`src/hw/rtl/t4si_pkg.sv`:
```
// Shared types, constants and lookup functions for the 4D toric code parity-check generator.
// Used by t4si_issue, t4si_pipe and toric4d_stabilizer_incidence; depends on nothing else.

package t4si_pkg;

   // Field and register widths.
   localparam int MAX_SIDE_DEFAULT = 16;
   localparam int SIDE_W           = 5;
   localparam int COORD_W          = 4;
   localparam int CELLS_W          = 17;
   localparam int ROW_W            = 18;
   localparam int COL_W            = 19;
   localparam int CSR_INDEX_W      = 3;
   localparam int CSR_DATA_W       = 17;
   localparam int STEP_W           = 3;
   localparam int ORIENT_W         = 3;

   // Partial vertex index widths (coordinates below 16, sides at most 31).
   localparam int T1_W  = 10;
   localparam int T2_W  = 15;
   localparam int VTX_W = 19;

   // Register indexes on the configuration port.
   localparam logic [CSR_INDEX_W-1:0] REG_SIDE_X     = 3'd0;
   localparam logic [CSR_INDEX_W-1:0] REG_SIDE_Y     = 3'd1;
   localparam logic [CSR_INDEX_W-1:0] REG_SIDE_Z     = 3'd2;
   localparam logic [CSR_INDEX_W-1:0] REG_SIDE_W     = 3'd3;
   localparam logic [CSR_INDEX_W-1:0] REG_CELL_COUNT = 3'd4;

   // Reset values of the registers.
   localparam logic [SIDE_W-1:0]  SIDE_RESET  = 5'd4;
   localparam logic [CELLS_W-1:0] CELLS_RESET = 17'd256;

   // Operation codes.
   localparam logic OP_X = 1'b0;
   localparam logic OP_Z = 1'b1;

   // Index of the sixth and final result of a stabilizer.
   localparam logic [STEP_W-1:0] LAST_STEP = 3'd5;

   // Face orientations: lower and upper axis of each.
   localparam logic [1:0] FACE_LO [6] = '{2'd0, 2'd0, 2'd0, 2'd1, 2'd1, 2'd2};
   localparam logic [1:0] FACE_HI [6] = '{2'd1, 2'd2, 2'd3, 2'd2, 2'd3, 2'd3};

   // The three axes that remain when one axis is dropped, in ascending order.
   localparam logic [1:0] CUBE_AXES [4][3] = '{
      '{2'd1, 2'd2, 2'd3},
      '{2'd0, 2'd2, 2'd3},
      '{2'd0, 2'd1, 2'd3},
      '{2'd0, 2'd1, 2'd2}
   };

   // Lattice geometry as seen by the datapath.
   typedef struct packed {
      logic [3:0][SIDE_W-1:0] side;
      logic [CELLS_W-1:0]     cell_count;
   } t4si_geom_type;

   // What one result of a stabilizer needs: face and the axis to step along.
   typedef struct packed {
      logic [ORIENT_W-1:0] orient;
      logic [1:0]          axis;
      logic                move;
      logic                up;
   } t4si_plan_type;

   // One result's worth of work handed from the issue stage to the pipeline.
   typedef struct packed {
      logic                    valid;
      logic                    bad;
      logic                    last;
      logic [1:0]              direction;
      t4si_plan_type           plan;
      logic [3:0][COORD_W-1:0] coord;
   } t4si_issue_type;

   // Face orientation of the axis pair {i, j}.
   function automatic logic [ORIENT_W-1:0] orient_of(input logic [1:0] i, input logic [1:0] j);
      logic [1:0]          lo;
      logic [1:0]          hi;
      logic [ORIENT_W-1:0] o;
      lo = (i < j) ? i : j;
      hi = (i < j) ? j : i;
      o  = '0;
      for (int k = 0; k < 6; k++) begin
         if (FACE_LO[k] == lo && FACE_HI[k] == hi) begin
            o = ORIENT_W'(k);
         end
      end
      return o;
   endfunction

   // Face and step for result number idx of a stabilizer.
   function automatic t4si_plan_type plan_of(input logic op, input logic [1:0] d,
                                             input logic [STEP_W-1:0] idx);
      t4si_plan_type p;
      logic [1:0]    a;
      logic [1:0]    b;
      logic [1:0]    e;
      logic [1:0]    j;
      a = CUBE_AXES[d][0];
      b = CUBE_AXES[d][1];
      e = CUBE_AXES[d][2];
      p = '0;
      if (op == OP_X) begin
         // Edge: each other axis in turn, at the vertex and one step down.
         case (idx)
            3'd0, 3'd1: j = a;
            3'd2, 3'd3: j = b;
            default:    j = e;
         endcase
         p.orient = orient_of(d, j);
         p.axis   = j;
         p.move   = idx[0];
         p.up     = 1'b0;
      end else begin
         // 3-cube: each face pair at the vertex and one step up the third axis.
         case (idx)
            3'd0: begin
               p.orient = orient_of(a, b);
               p.axis   = e;
               p.move   = 1'b0;
            end
            3'd1: begin
               p.orient = orient_of(a, b);
               p.axis   = e;
               p.move   = 1'b1;
            end
            3'd2: begin
               p.orient = orient_of(a, e);
               p.axis   = b;
               p.move   = 1'b0;
            end
            3'd3: begin
               p.orient = orient_of(a, e);
               p.axis   = b;
               p.move   = 1'b1;
            end
            3'd4: begin
               p.orient = orient_of(b, e);
               p.axis   = a;
               p.move   = 1'b0;
            end
            default: begin
               p.orient = orient_of(b, e);
               p.axis   = a;
               p.move   = 1'b1;
            end
         endcase
         p.up = 1'b1;
      end
      return p;
   endfunction

endpackage

```
`src/hw/rtl/t4si_issue.sv`:
```
// Issue stage: holds one stabilizer transaction, one result per cycle while advancing.
// Depends on t4si_pkg for the geometry, plan table and issue types.

module t4si_issue (
   input  logic                             clock,
   input  logic                             reset,
   input  logic                             advance,
   input  t4si_pkg::t4si_geom_type          geom,
   input  logic                             req_valid,
   output logic                             req_stall,
   input  logic                             req_operation,
   input  logic [t4si_pkg::COORD_W-1:0]     req_coord_x,
   input  logic [t4si_pkg::COORD_W-1:0]     req_coord_y,
   input  logic [t4si_pkg::COORD_W-1:0]     req_coord_z,
   input  logic [t4si_pkg::COORD_W-1:0]     req_coord_w,
   input  logic [1:0]                       req_direction,
   output t4si_pkg::t4si_issue_type         issue
);

   logic                                       hold_valid_ff;
   logic                                       hold_valid_in;
   logic [t4si_pkg::STEP_W-1:0]                step_ff;
   logic [t4si_pkg::STEP_W-1:0]                step_in;
   logic                                       op_ff;
   logic [3:0][t4si_pkg::COORD_W-1:0]          coord_ff;
   logic [1:0]                                 dir_ff;
   logic                                       bad;
   logic                                       is_last;
   logic                                       fire;
   logic                                       take;

   // A coordinate at or beyond its side gives a single flagged result.
   always_comb begin
      bad = 1'b0;
      for (int k = 0; k < 4; k++) begin
         if ({1'b0, coord_ff[k]} >= geom.side[k]) begin
            bad = 1'b1;
         end
      end
   end

   assign is_last   = bad || (step_ff == t4si_pkg::LAST_STEP);
   assign fire      = hold_valid_ff && advance;
   assign req_stall = !(!hold_valid_ff || (fire && is_last));
   assign take      = req_valid && !req_stall;

   // Sequencing of the held transaction.
   always_comb begin
      hold_valid_in = hold_valid_ff;
      step_in       = step_ff;
      if (take) begin
         hold_valid_in = 1'b1;
         step_in       = '0;
      end else if (fire && is_last) begin
         hold_valid_in = 1'b0;
      end else if (fire) begin
         step_in = step_ff + 3'd1;
      end
   end

   always_ff @(posedge clock) begin
      if (reset) begin
         hold_valid_ff <= 1'b0;
         step_ff       <= '0;
      end else begin
         hold_valid_ff <= hold_valid_in;
         step_ff       <= step_in;
      end
   end

   // Transaction payload.
   always_ff @(posedge clock) begin
      if (take) begin
         op_ff       <= req_operation;
         coord_ff[0] <= req_coord_x;
         coord_ff[1] <= req_coord_y;
         coord_ff[2] <= req_coord_z;
         coord_ff[3] <= req_coord_w;
         dir_ff      <= req_direction;
      end
   end

   // The current result's work item.
   always_comb begin
      issue.valid     = hold_valid_ff;
      issue.bad       = bad;
      issue.last      = is_last;
      issue.direction = dir_ff;
      issue.plan      = t4si_pkg::plan_of(op_ff, dir_ff, step_ff);
      issue.coord     = coord_ff;
   end

   // A held transaction never counts past its sixth result.
   a_step_range: assert property (@(posedge clock) disable iff (reset)
      hold_valid_ff |-> (step_ff <= t4si_pkg::LAST_STEP))
      else $error("issue step counter beyond the last result");

   // Once the final result is handed on, a new transaction starts at its first result.
   a_restart: assert property (@(posedge clock) disable iff (reset)
      take |=> (hold_valid_ff && step_ff == '0))
      else $error("new transaction did not start at its first result");

   // An empty issue stage always accepts a transaction.
   a_empty_accepts: assert property (@(posedge clock) disable iff (reset)
      !hold_valid_ff |-> !req_stall)
      else $error("empty issue stage stalls its input");

endmodule

```
`src/hw/rtl/t4si_pipe.sv`:
```
// Five-stage index pipeline: lattice step, three multiply-add stages for the vertex index,
// and the row and column scaling into the output register. Depends on t4si_pkg.

module t4si_pipe (
   input  logic                             clock,
   input  logic                             reset,
   input  t4si_pkg::t4si_geom_type          geom,
   input  t4si_pkg::t4si_issue_type         issue,
   output logic                             advance,
   output logic                             rsp_valid,
   input  logic                             rsp_stall,
   output logic [t4si_pkg::ROW_W-1:0]       rsp_row_index,
   output logic [t4si_pkg::COL_W-1:0]       rsp_column_index,
   output logic                             rsp_bad_input,
   output logic                             rsp_last
);

   typedef struct packed {
      logic                          bad;
      logic                          last;
      logic [1:0]                    direction;
      logic [t4si_pkg::ORIENT_W-1:0] orient;
   } tag_type;

   // Stage A: anchor and stepped coordinates.
   logic                                   a_valid_ff;
   tag_type                                a_tag_ff;
   logic [3:0][t4si_pkg::COORD_W-1:0]      a_anchor_ff;
   logic [3:0][t4si_pkg::SIDE_W-1:0]       a_moved_ff;
   logic [3:0][t4si_pkg::SIDE_W-1:0]       a_moved_in;
   tag_type                                a_tag_in;

   // Stage B: first partial index.
   logic                                   b_valid_ff;
   tag_type                                b_tag_ff;
   logic [t4si_pkg::T1_W-1:0]              b_anchor_ff;
   logic [t4si_pkg::T1_W-1:0]              b_moved_ff;
   logic [1:0][t4si_pkg::COORD_W-1:0]      b_anchor_lo_ff;
   logic [1:0][t4si_pkg::SIDE_W-1:0]       b_moved_lo_ff;

   // Stage C: second partial index.
   logic                                   c_valid_ff;
   tag_type                                c_tag_ff;
   logic [t4si_pkg::T2_W-1:0]              c_anchor_ff;
   logic [t4si_pkg::T2_W-1:0]              c_moved_ff;
   logic [t4si_pkg::COORD_W-1:0]           c_anchor_lo_ff;
   logic [t4si_pkg::SIDE_W-1:0]            c_moved_lo_ff;

   // Stage D: full vertex indexes.
   logic                                   d_valid_ff;
   tag_type                                d_tag_ff;
   logic [t4si_pkg::VTX_W-1:0]             d_anchor_ff;
   logic [t4si_pkg::VTX_W-1:0]             d_moved_ff;

   // Stage E: output register.
   logic                                   e_valid_ff;
   logic [t4si_pkg::ROW_W-1:0]             e_row_ff;
   logic [t4si_pkg::ROW_W-1:0]             e_row_in;
   logic [t4si_pkg::COL_W-1:0]             e_col_ff;
   logic [t4si_pkg::COL_W-1:0]             e_col_in;
   logic                                   e_bad_ff;
   logic                                   e_last_ff;

   logic [t4si_pkg::SIDE_W-1:0]            cur;
   logic [t4si_pkg::SIDE_W-1:0]            cur_up;
   logic [t4si_pkg::SIDE_W-1:0]            lim;

   // The whole pipeline moves together whenever the output register can take a result.
   assign advance = !e_valid_ff || !rsp_stall;

   // Step one axis by one with wrap-around.
   always_comb begin
      for (int k = 0; k < 4; k++) begin
         a_moved_in[k] = {1'b0, issue.coord[k]};
      end
      cur    = {1'b0, issue.coord[issue.plan.axis]};
      cur_up = cur + 5'd1;
      lim    = geom.side[issue.plan.axis];
      if (issue.plan.move) begin
         if (issue.plan.up) begin
            a_moved_in[issue.plan.axis] = (cur_up == lim) ? '0 : cur_up;
         end else begin
            a_moved_in[issue.plan.axis] = (cur == '0) ? lim - 5'd1 : cur - 5'd1;
         end
      end
      a_tag_in.bad       = issue.bad;
      a_tag_in.last      = issue.last;
      a_tag_in.direction = issue.direction;
      a_tag_in.orient    = issue.plan.orient;
   end

   // Valid bits of every stage.
   always_ff @(posedge clock) begin
      if (reset) begin
         a_valid_ff <= 1'b0;
         b_valid_ff <= 1'b0;
         c_valid_ff <= 1'b0;
         d_valid_ff <= 1'b0;
         e_valid_ff <= 1'b0;
      end else if (advance) begin
         a_valid_ff <= issue.valid;
         b_valid_ff <= a_valid_ff;
         c_valid_ff <= b_valid_ff;
         d_valid_ff <= c_valid_ff;
         e_valid_ff <= d_valid_ff;
      end
   end

   // Row and column scaling by the cell count; a bad transaction gives zeros.
   always_comb begin
      e_row_in = t4si_pkg::ROW_W'({1'b0, d_tag_ff.direction} * geom.cell_count + d_anchor_ff);
      e_col_in = t4si_pkg::COL_W'(d_tag_ff.orient * geom.cell_count + d_moved_ff);
      if (d_tag_ff.bad) begin
         e_row_in = '0;
         e_col_in = '0;
      end
   end

   // Payload of every stage.
   always_ff @(posedge clock) begin
      if (advance) begin
         a_tag_ff    <= a_tag_in;
         a_anchor_ff <= issue.coord;
         a_moved_ff  <= a_moved_in;

         b_tag_ff       <= a_tag_ff;
         b_anchor_ff    <= t4si_pkg::T1_W'(a_anchor_ff[3] * geom.side[2] + a_anchor_ff[2]);
         b_moved_ff     <= t4si_pkg::T1_W'(a_moved_ff[3] * geom.side[2] + a_moved_ff[2]);
         b_anchor_lo_ff <= a_anchor_ff[1:0];
         b_moved_lo_ff  <= a_moved_ff[1:0];

         c_tag_ff       <= b_tag_ff;
         c_anchor_ff    <= t4si_pkg::T2_W'(b_anchor_ff * geom.side[1] + b_anchor_lo_ff[1]);
         c_moved_ff     <= t4si_pkg::T2_W'(b_moved_ff * geom.side[1] + b_moved_lo_ff[1]);
         c_anchor_lo_ff <= b_anchor_lo_ff[0];
         c_moved_lo_ff  <= b_moved_lo_ff[0];

         d_tag_ff    <= c_tag_ff;
         d_anchor_ff <= t4si_pkg::VTX_W'(c_anchor_ff * geom.side[0] + c_anchor_lo_ff);
         d_moved_ff  <= t4si_pkg::VTX_W'(c_moved_ff * geom.side[0] + c_moved_lo_ff);

         e_row_ff  <= e_row_in;
         e_col_ff  <= e_col_in;
         e_bad_ff  <= d_tag_ff.bad;
         e_last_ff <= d_tag_ff.last;
      end
   end

   assign rsp_valid        = e_valid_ff;
   assign rsp_row_index    = e_row_ff;
   assign rsp_column_index = e_col_ff;
   assign rsp_bad_input    = e_bad_ff;
   assign rsp_last         = e_last_ff;

endmodule

```
`src/hw/rtl/toric4d_stabilizer_incidence.sv`:
```
// An accepted transaction passes the issue register and pipeline stages A to E; its results
// leave one per cycle while rsp_stall is low. A transaction gives six results (one for a
// flagged coordinate) on the single result channel that carries all six face columns.
// A new input is taken in the cycle its predecessor's final result enters the pipeline.
// Reset (synchronous) empties the pipeline and restores sides of 4 and a cell count of 256.
// Top level: configuration registers, issue stage and index pipeline; depends on t4si_pkg.

module toric4d_stabilizer_incidence #(
   parameter int MAX_SIDE = t4si_pkg::MAX_SIDE_DEFAULT
) (
   input  logic                                clock,
   input  logic                                reset,
   input  logic                                csr_write_enable,
   input  logic [t4si_pkg::CSR_INDEX_W-1:0]    csr_index,
   input  logic [t4si_pkg::CSR_DATA_W-1:0]     csr_write_data,
   input  logic                                req_valid,
   output logic                                req_stall,
   input  logic                                req_operation,
   input  logic [t4si_pkg::COORD_W-1:0]        req_coord_x,
   input  logic [t4si_pkg::COORD_W-1:0]        req_coord_y,
   input  logic [t4si_pkg::COORD_W-1:0]        req_coord_z,
   input  logic [t4si_pkg::COORD_W-1:0]        req_coord_w,
   input  logic [1:0]                          req_direction,
   output logic                                rsp_valid,
   input  logic                                rsp_stall,
   output logic [t4si_pkg::ROW_W-1:0]          rsp_row_index,
   output logic [t4si_pkg::COL_W-1:0]          rsp_column_index,
   output logic                                rsp_bad_input,
   output logic                                rsp_last
);

   logic [3:0][t4si_pkg::SIDE_W-1:0]   side_ff;
   logic [t4si_pkg::CELLS_W-1:0]       cells_ff;
   t4si_pkg::t4si_geom_type            geom;
   t4si_pkg::t4si_issue_type           issue;
   logic                               advance;

   // Configuration registers.
   always_ff @(posedge clock) begin
      if (reset) begin
         side_ff  <= {4{t4si_pkg::SIDE_RESET}};
         cells_ff <= t4si_pkg::CELLS_RESET;
      end else if (csr_write_enable) begin
         case (csr_index)
            t4si_pkg::REG_SIDE_X:     side_ff[0] <= csr_write_data[t4si_pkg::SIDE_W-1:0];
            t4si_pkg::REG_SIDE_Y:     side_ff[1] <= csr_write_data[t4si_pkg::SIDE_W-1:0];
            t4si_pkg::REG_SIDE_Z:     side_ff[2] <= csr_write_data[t4si_pkg::SIDE_W-1:0];
            t4si_pkg::REG_SIDE_W:     side_ff[3] <= csr_write_data[t4si_pkg::SIDE_W-1:0];
            t4si_pkg::REG_CELL_COUNT: cells_ff   <= csr_write_data;
            default: begin
            end
         endcase
      end
   end

   // Sides above the maximum saturate to it.
   always_comb begin
      for (int k = 0; k < 4; k++) begin
         geom.side[k] = (int'(side_ff[k]) > MAX_SIDE) ? t4si_pkg::SIDE_W'(MAX_SIDE) : side_ff[k];
      end
      geom.cell_count = cells_ff;
   end

   t4si_issue u_issue (
      .clock         (clock),
      .reset         (reset),
      .advance       (advance),
      .geom          (geom),
      .req_valid     (req_valid),
      .req_stall     (req_stall),
      .req_operation (req_operation),
      .req_coord_x   (req_coord_x),
      .req_coord_y   (req_coord_y),
      .req_coord_z   (req_coord_z),
      .req_coord_w   (req_coord_w),
      .req_direction (req_direction),
      .issue         (issue)
   );

   t4si_pipe u_pipe (
      .clock            (clock),
      .reset            (reset),
      .geom             (geom),
      .issue            (issue),
      .advance          (advance),
      .rsp_valid        (rsp_valid),
      .rsp_stall        (rsp_stall),
      .rsp_row_index    (rsp_row_index),
      .rsp_column_index (rsp_column_index),
      .rsp_bad_input    (rsp_bad_input),
      .rsp_last         (rsp_last)
   );

   // A flagged transaction is a single result.
   a_bad_is_last: assert property (@(posedge clock) disable iff (reset)
      (rsp_valid && rsp_bad_input) |-> rsp_last)
      else $error("flagged result not marked as last");

   // A flagged result carries zero indexes.
   a_bad_zero: assert property (@(posedge clock) disable iff (reset)
      (rsp_valid && rsp_bad_input) |-> (rsp_row_index == '0 && rsp_column_index == '0))
      else $error("flagged result carries non-zero indexes");

   // Results of one transaction follow each other without a gap.
   a_no_gap: assert property (@(posedge clock) disable iff (reset)
      (rsp_valid && !rsp_stall && !rsp_last) |=> rsp_valid)
      else $error("gap inside the results of one transaction");

endmodule
```
`config.mk`:
```
export PLATFORM = sky130hd
export DESIGN_NAME = toric4d_stabilizer_incidence
export DESIGN_NICKNAME = d
export VERILOG_FILES = /design/src/hw/rtl/t4si_pkg.sv /design/src/hw/rtl/t4si_issue.sv /design/src/hw/rtl/t4si_pipe.sv /design/src/hw/rtl/toric4d_stabilizer_incidence.sv
export SDC_FILE = /design/constraint.sdc
export NUM_CORES = 1
export LEC_CHECK = 0
export BUFFER_PORTS_ARGS = -buffer_cell sky130_fd_sc_hd__buf_2
export CAP_MARGIN = 0
export CORE_MARGIN = 3
export CORE_UTILIZATION = 35
export DETAILED_ROUTE_END_ITERATION = 12
export GPL_TIMING_DRIVEN = 0
export HOLD_SLACK_MARGIN = 0.15
export PLACE_DENSITY = 0.57
export REMOVE_ABC_BUFFERS = 1
export SLEW_MARGIN = 20
export SYNTH_ARGS = -nofsm -noshare
export SYNTH_HDL_FRONTEND = slang
export SYNTH_HIERARCHICAL = 1
export SYNTH_SLANG_ARGS = --single-unit
```
`constraint.sdc`:
```
create_clock -name clock -period 12.36 [get_ports clock]
set_clock_uncertainty 0.05 [all_clocks]
set_input_delay 1.236 -clock clock [delete_from_list [all_inputs] [get_ports clock]]
set_output_delay 1.236 -clock clock [all_outputs]
set_load 0.02 [all_outputs]
```
After elaboration in Yosys (flattened, before gate mapping)
Index checks and enable logic that the tools add are counted.
W data, S select, Z words.
{ "op_classes": {"bitwise": 2, "n_mul": 8, "muxes": 57, "addsub": 12, "eq_ne": 26, "n_reduce_logical": 48, "n_lt_le_gt_ge": 15} }
{ "ops": {"columns": ["cell", "n"], "rows": [
  ["$bwmux W20", 2],
  ["$mux W5", 8],
  ["$mux W2", 17],
  ["$mul A10 B5 Y15", 2],
  ["$pmux W6 S5", 1],
  ["$eq A2 B2 Y1 const A", 12],
  ["$logic_and A1 B1 Y1", 24],
  ["$mux W3", 8],
  ["$ge A4 B5 Y1", 4],
  ["$gt A5 B5 Y1 const B", 4],
  ["$mux W20", 1],
  ["$add A19 B19 Y19", 1],
  ["$add A19 B5 Y19", 1],
  ["$mul A15 B5 Y19", 1],
  ["$mul A3 B17 Y19", 1],
  ["$mux W19", 1],
  ["$add A18 B18 Y18", 1],
  ["$add A18 B4 Y18", 1],
  ["$mul A15 B5 Y18", 1],
  ["$mul A2 B17 Y18", 1],
  ["$add A15 B4 Y15", 1],
  ["$add A15 B5 Y15", 1],
  ["$bmux W6 S2", 1],
  ["$eq A3 B2 Y1 const B", 4],
  ["34 further kinds", 69]
]} }
{ "word_totals": {"regBits": 282, "input_bits": 44, "word_cells": 230, "output_inout_bits": 41} }

Logic depth before layout (Yosys ltp)
Gate-level depths: netlist of the first run.
{ "depth": {"depth_word": 24, "mapped_depth": 18, "depth_no_buf": 17} }

Hierarchy
Netlist of the first run, hierarchy kept.
{ "by_module_without_submodules": {"columns": ["mod", "area_each_um2", "seq_area_each_um2", "n_inst", "cells_each"], "rows": [
  ["t4si_pipe", 20946.3, 6616.3, 1, 2023],
  ["t4si_issue", 1715.4, 650.6, 1, 169],
  ["toric4d_stabilizer_incidence", 1657.8, 740.7, 1, 165]
]} }

Worst setup path after synthesis of the first run
No wires, ideal clock.
{ "synth_timing": {"path_kind": "in2out", "start": "input rsp_stall", "end": "output req_stall", "cell_stages": 4, "path_buffers": 0, "path_slack_ns": 4.356, "arrival_ns": 6.718, "t_required_ns": 11.074, "path_cell_list": "nand2_1 -> inv_1 -> a31oi_1 -> nor2_1"} }
{ "synth_between": {"elab_chain_cells": 6} }
{ "synth_lines": {"columns": ["element", "line", "text"], "rows": [
  ["start, declared", "toric4d_stabilizer_incidence.sv:25", "input logic rsp_stall,"],
  ["$logic_not A1 Y1", "t4si_pipe.sv:69", "assign advance = !e_valid_ff || !rsp_stall;"],
  ["$logic_or A1 B1 Y1", "t4si_pipe.sv:69", null],
  ["$logic_and A1 B1 Y1", "t4si_issue.sv:43", "assign fire = hold_valid_ff && advance;"],
  ["$logic_and A1 B1 Y1", "t4si_issue.sv:44", "assign req_stall = !(!hold_valid_ff || (fire && is_last));"],
  ["$logic_or A1 B1 Y1", "t4si_issue.sv:44", null],
  ["$logic_not A1 Y1", "t4si_issue.sv:44", null],
  ["end, declared", "toric4d_stabilizer_incidence.sv:17", "output logic req_stall,"]
]} }
Every way passes these cells.

==> results.toml, run 1 <==
[final_layout]
fin_nets = 2924
layout-drive-gt1-share = 0.0786
fin_cells = 3389
layout_commonest_cell = "inv_1"
syn2layout_area_growth_pct = 11.6
final_cell_mix = "inv_1 (418), and2_1 (268), ha_1 (236), edfxtp_1 (236), fa_1 (214)"

[sta]
finalCritPeriodShare = 0.458
maxSlewViolCount = 0
finalHoldViolCount = 0
fin_tns_setup_ps = 0
setup_viol = 0
max_freq_mhz = 177
rsz0062_at_grt = "no"
tightest_slew_ps = 1060
setup_slack_ps = 6700
slew-limit-headroom = 0.290
fin_crit_ps = 5660

[hold_path]
worstHoldStart = "u_pipe/a_moved_ff[7]"
hold_depth = 0
hp-class = "reg2reg"
hold_end = "u_pipe/b_moved_lo_ff[7]"

[die]
rows = 96
ios = 85
die-area_sq_um = 72700
core_area_sq_um = 68700
die_y_um = 270
start_util = 0.354
die_w_um = 270

[drt]
drc = 0
drtPass1Iterations = 5
wl_per_cell_um = 14.5
dr.first_iter.drc_count = 941
vias_per_cell = 4.67
num_vias = 15800
antenna_left = 0
drt-total-wl_um = 49200

[logic_synthesis]
syn-mean-instance-area_sq_um = 10.3
seq_area_frac_synth = 0.329
yosys_register_bits = 282
ys_types = 78
synth_edf_count = 236
async_flop_share = 0
yosys_warnings = 6
syn_area_sq_um = 24300
synth_top_flop_cell = "edfxtp_1"
syn_inst = 2357

[worst_setup_path]
start_kind = "flip-flop"
reg2reg_slack_ps = 6700
r2r-start = "side_ff[4]"
cp_max_fo = 37
path_class = "reg2reg"
reg2reg_depth = 13
critPathSlowestCell = "a2111oi_0"
arrival_ps = 5890
crit_path_frequent_cell = "fa_1"
end_kind = "flip-flop"
rr_endpoint = "u_pipe/d_anchor_ff[16]"
path_cells = "nor2b_4 > and2_1 > fa_1 > fa_1 > inv_1 > fa_1 > inv_1 > ha_1 > a2111oi_0 > a21boi_0 > a31oi_1 > nor4b_1 > nand4b_1"
slowest_delay_ps = 770
worstPathRequired_ps = 12590

[clock_network]
post_cts_buffers = 0
cts_max_path_buffers = 3
cts_hold_buf = 0
clkSinkCount = 282
clk_pin_slew_ps = 60
cts-root-buf = "clkbuf_16"
cts_tree = "built"
cts_max_level = 2
clk_latency_ps = 560
cts_made_buffers = 36
cts.repair.resized = 0

[power_and_ir_drop]
cellPowerDensity_nw_per_um2 = 111
vdd_drop_max_mv = 0.0793
leakagePower_nw = 12.8
p_total_mw = 3.02

[global_route]
grt_pass1_vias = 16300
overflow = 0
grt_first_pass_wirelength_um = 82800
antenna_found_initial = 0
globalRouteTotalUtil = 0.137
grt_max_degree = 63

[run_status]
outcome = "completed"

[placed_design]
routabilityCongestion = 0.821
pre_cts_slack_ps = 6720
place_hpwl_um = 38600
portBuffers = 84
place_inst = 3323

[run]
max_cap_viol_count = 0
critical path: cells and delay by family (launching register included):
family	cells	cell delay (ps)
AND/OR/NAND/NOR	4	1260
adder cells (fa/ha/maj)	4	1860
buffers and inverters	2	90
flip-flops	1	580
AO/OA/AOI/OAI	3	1500
through the flow:
stage	util	hold WS, ps	cell area (sq um)
finish	0.395	363	27100
global placement	0.373	352	25600
CTS	0.395	360	27100
detailed placement	0.377	355	25900
global route	0.395	371	27100
floorplan	-	350	24100
synthesized netlist by cell type, drive strengths merged, types with 5 or more instances:
| cell | instances | area share |
|---|---|---|
| a2111oi | 7 | 0.0026 |
| a211oi | 5 | 0.0015 |
| a21boi | 6 | 0.0019 |
| a21o | 33 | 0.010 |
| a21oi | 74 | 0.016 |
| a22oi | 5 | 0.0022 |
| a31oi | 13 | 0.0033 |
| and2 | 268 | 0.069 |
| buf | 11 | 0.0032 |
| clkbuf | 50 | 0.0077 |
| dfxtp | 46 | 0.038 |
| edfxtp | 236 | 0.29 |
| fa | 214 | 0.18 |
| ha | 236 | 0.12 |
| inv | 418 | 0.065 |
| mux2i | 41 | 0.017 |
| mux4 | 10 | 0.0093 |
| nand2 | 161 | 0.025 |
| nand2b | 69 | 0.018 |
| nand3 | 22 | 0.0045 |
| nand4 | 7 | 0.0018 |
| nor2 | 98 | 0.015 |
| nor2b | 37 | 0.0095 |
| nor3 | 16 | 0.0033 |
| nor4 | 5 | 0.0015 |
| o211ai | 5 | 0.0015 |
| o21a | 16 | 0.0049 |
| o21ai | 55 | 0.011 |
| o21bai | 9 | 0.0028 |
| o311ai | 5 | 0.0018 |
| o31ai | 5 | 0.0015 |
| or4 | 8 | 0.0026 |
| xnor2 | 70 | 0.025 |
| xor2 | 34 | 0.012 |
logic make-up (layout without fill, tap and decap cells):
family,Yosys count,count (layout),share of synthesized area
fa+ha+maj,450,450,0.298
simple gates,719,719,0.160
other cells,0,1,0
mux,53,53,0.0271
flops,282,282,0.329
buf+inv,480,580,0.0757
xor+xnor,105,105,0.0384
compound gates,268,268,0.0725
where the power goes:
| part | internal (mW) | switching [mW] |
|---|---|---|
| Clock | 0.650 | 0.424 |
| Combinational | 0.309 | 0.407 |
| Sequential | 1.15 | 0.0756 |
routing by layer:
layer	GRT usage	share of wire	routed length [um]
met5	0	0	0
met4	0.0408	0.024	1200
met3	0.0182	0.035	1700
met2	0.234	0.47	23300
met1	0.181	0.47	22900
flip-flops by register name (all words and copies together) (netlist names), 16 cells and up:
register,count
u_pipe/rsp_column_index,19
side_ff,20
u_issue/issue,16
u_pipe/a_anchor_ff,16
u_pipe/rsp_row_index,18
u_pipe/d_moved_ff,19
u_pipe/a_moved_ff,20
cells_ff,17
u_pipe/d_anchor_ff,18
how the worst max path moves through the flow:
stage,start,to,slack [ps],cells after the start
after floorplan,rsp_stall,req_stall,4360,4
after global placement,rsp_stall,req_stall,2200,6
after detailed placement,side_ff[4],u_pipe/d_anchor_ff[16],6720,13
after CTS,side_ff[4],u_pipe/d_anchor_ff[16],6660,13
after global routing,side_ff[4],u_pipe/d_anchor_ff[16],6250,13
final,side_ff[4],u_pipe/d_anchor_ff[16],6700,13
layout make-up:
| cell class | instances | area, sq um |
|---|---|---|
| Antenna cell | 1 | 2.50 |
| Clock buffer | 44 | 972 |
| Clock inverter | 21 | 250 |
| Fill cell | 6726 | 41600 |
| Inverter | 419 | 1570 |
| Multi-Input combinational cell | 1595 | 14500 |
| Sequential cell | 282 | 8010 |
| Tap cell | 931 | 1160 |
| Timing Repair Buffer | 96 | 632 |
(Power assumes the default switching activity.)
==> inputs of run 2 (changes only) <==
ABC_AREA = 1   (was unset)
clock period = 5.68 ns   (was 12.36 ns; I/O delays follow)
==> run 2 against run 1 <==
Compared with the run above:
- fmax increased by 12%
- final cell count increased by 22%
- non-clock buffer count rose by 20
- sequential share of layout area shrank 1.7 points
- first-iteration DRC count rose by 19%
- via count is 19% higher
- sequential cell count unchanged
- utilization rose by 0.47 points
- worst setup slack worse by 6100 ps
- clock power is 130% higher
- critical endpoint is now u_pipe/d_anchor_ff[13]
- largest power group unchanged
==> results.toml, run 2 <==
[sta]
fin_tns_setup_ps = 0
finalCritPeriodShare = 0.887
max_freq_mhz = 199
rsz0062_at_grt = "no"
fin_crit_ps = 5040
setup_slack_ps = 645
whs_ps = 229
maxSlewViolCount = 0
tightest_slew_ps = 959
setup_viol = 0
slew-limit-headroom = 0.359
finalHoldViolCount = 0

[global_route]
antenna_found_initial = 4
grt_first_pass_wirelength_um = 91900
overflow = 0
grt_pass1_vias = 18500
globalRouteTotalUtil = 0.145
grt_max_degree = 59

[logic_synthesis]
syn-mean-instance-area_sq_um = 8.32
yosys_warnings = 6
yosys_register_bits = 282
synth_top_cell_by_area = "edfxtp_1"
ys_types = 55
synth_top_flop_cell = "edfxtp_1"
netlist.area_leader.share = 0.276
synth_edf_count = 236
yosys-top-cells-area = "edfxtp_1 (28%), fa_1 (17%), inv_1 (12%)"
synth_commonest_cells = "inv_1 (802), nand2_1 (705), edfxtp_1 (236), ha_1 (236), fa_1 (214)"
yosysMostFrequentCell = "inv_1"
seq_area_frac_synth = 0.312
syn_area_sq_um = 25700
async_flop_share = 0
syn_inst = 3083

[clock_network]
clkSinkCount = 282
clk_pin_slew_ps = 60
post_cts_buffers = 0
cts_tree = "built"
cts.repair.resized = 0
cts_max_level = 2
cts_max_path_buffers = 3
clk_latency_ps = 570
cts_hold_buf = 19
cts-root-buf = "clkbuf_16"
cts_made_buffers = 36

[final_layout]
syn2layout_area_growth_pct = 12.3
fin_cells = 4144
final_cell_mix = "inv_1 (802), nand2_1 (704), ha_1 (236), edfxtp_1 (236), fa_1 (214)"
reg.largest.list = "side_ff (20), u_pipe/a_moved_ff (20)"
layout-drive-gt1-share = 0.0758
fin_area_sq_um = 28800
utilization = 0.400
layout_commonest_cell = "inv_1"
fin_nets = 3659

[power_and_ir_drop]
clockPowerShare = 0.328
pwr-share-seq = 0.379
leakagePower_nw = 16.0
power.internal_mw = 4.85
p_sw_frac = 0.344
p_sw_mw = 2.55
vdd_drop_max_mv = 0.215
cellPowerDensity_nw_per_um2 = 257
p_total_mw = 7.39
comb_power_share = 0.293

[drt]
wl_met3_um = 3180
wl_met1_um = 26000
dr.first_iter.drc_count = 1117
vias_per_cell = 4.54
drt-total-wl_um = 55200
num_vias = 18800
top_layer = "met5"
drtPass1Iterations = 5
antenna_left = 0
wl_per_cell_um = 13.3
drc = 0
wl_met2_um = 24700

[worst_setup_path]
cp_max_fo = 22
arrival_ps = 5280
end_kind = "flip-flop"
reg2reg_slack_ps = 640
rr_endpoint = "u_pipe/d_anchor_ff[13]"
crit_start = "side_ff[4]"
path_cells = "buf_12 > nor2_4 > buf_16 > nand2_1 > inv_1 > fa_1 > fa_1 > inv_1 > fa_1 > inv_1 > ha_1 > a21o_1 > a21oi_1 > o21ai_0 > a21boi_0 > o21bai_1 > xor2_1"
reg2reg_depth = 17
worstPathRequired_ps = 5920
slowest_delay_ps = 540
path_class = "reg2reg"
start_kind = "flip-flop"
r2r-start = "side_ff[4]"
crit_path_end = "u_pipe/d_anchor_ff[13]"
critPathSlowestCell = "fa_1"

[placed_design]
placed_cell_area_sq_um = 27300
place_inst = 4058
portBuffers = 84
routabilityCongestion = 0.897
pre_cts_slack_ps = 615
place_hpwl_um = 43000

[die]
core_area_sq_um = 72100
rows = 98
die_y_um = 277
ios = 85
die_w_um = 277
die-area_sq_um = 76600
start_util = 0.356

[run]
max_cap_viol_count = 0

[run_status]
outcome = "completed"

[hold_path]
hp-class = "in2reg"
## run 2: power groups by stage
stage / Combinational, mW / Clock, mW / Sequential, mW
6_report: 2.17 / 2.43 / 2.80
5_1_grt: 2.56 / 2.59 / 2.84
4_1_cts: 2.19 / 2.51 / 2.80
3_3_place_gp: 2.11 / 0 / 2.84
3_5_place_dp: 2.16 / 0 / 2.84
2_1_floorplan: 1.69 / 0 / 2.76
## run 2: final cells by class
class,count,area (sq um)
antenna,1,2.50
clock inverter,16,154
timing repair buffer,116,916
tap,950,1190
sequential,282,8010
clock buffer,50,1130
fill,7291,43300
multi-input combinational,1918,14400
inverter,811,3050
## run 2: worst max-delay path: cells and delay by family, from the launching register on
kind	cells	cell delay, ps
AND/OR/NAND/NOR	2	510
adder cells (fa/ha/maj)	4	1850
AO/OA/AOI/OAI	5	1140
flip-flops	1	440
buffers and inverters	5	620
XOR/XNOR	1	150
## run 2: cells by family after synthesis
| group | after synthesis | share of synthesized area |
|---|---|---|
| AND/OR/NAND/NOR | 1095 | 0.179 |
| buffers and inverters | 883 | 0.133 |
| adder cells (fa/ha/maj) | 450 | 0.282 |
| XOR/XNOR | 77 | 0.0263 |
| AO/OA/AOI/OAI | 296 | 0.0676 |
| flip-flops | 282 | 0.312 |
## run 2: how the worst min path moves through the flow
stage	cells past startpoint	from	end	slack (ps)
2_1_floorplan	0	u_pipe/a_anchor_ff[0]	u_pipe/b_anchor_lo_ff[0]	350
3_3_place_gp	0	u_pipe/a_anchor_ff[5]	u_pipe/b_anchor_lo_ff[5]	350
3_5_place_dp	0	u_pipe/a_anchor_ff[5]	u_pipe/b_anchor_lo_ff[5]	350
4_1_cts	3	csr_write_data[8]	cells_ff[8]	180
5_1_grt	3	csr_write_data[8]	cells_ff[8]	250
6_report	3	csr_write_data[8]	cells_ff[8]	230
## run 2: metal layers
metal  GRT usage  vias to the layer above
li1            -                     9617
met1       0.196                     8755
met2       0.235                      368
met3      0.0272                       73
met4      0.0423                        2
met5           0                        -
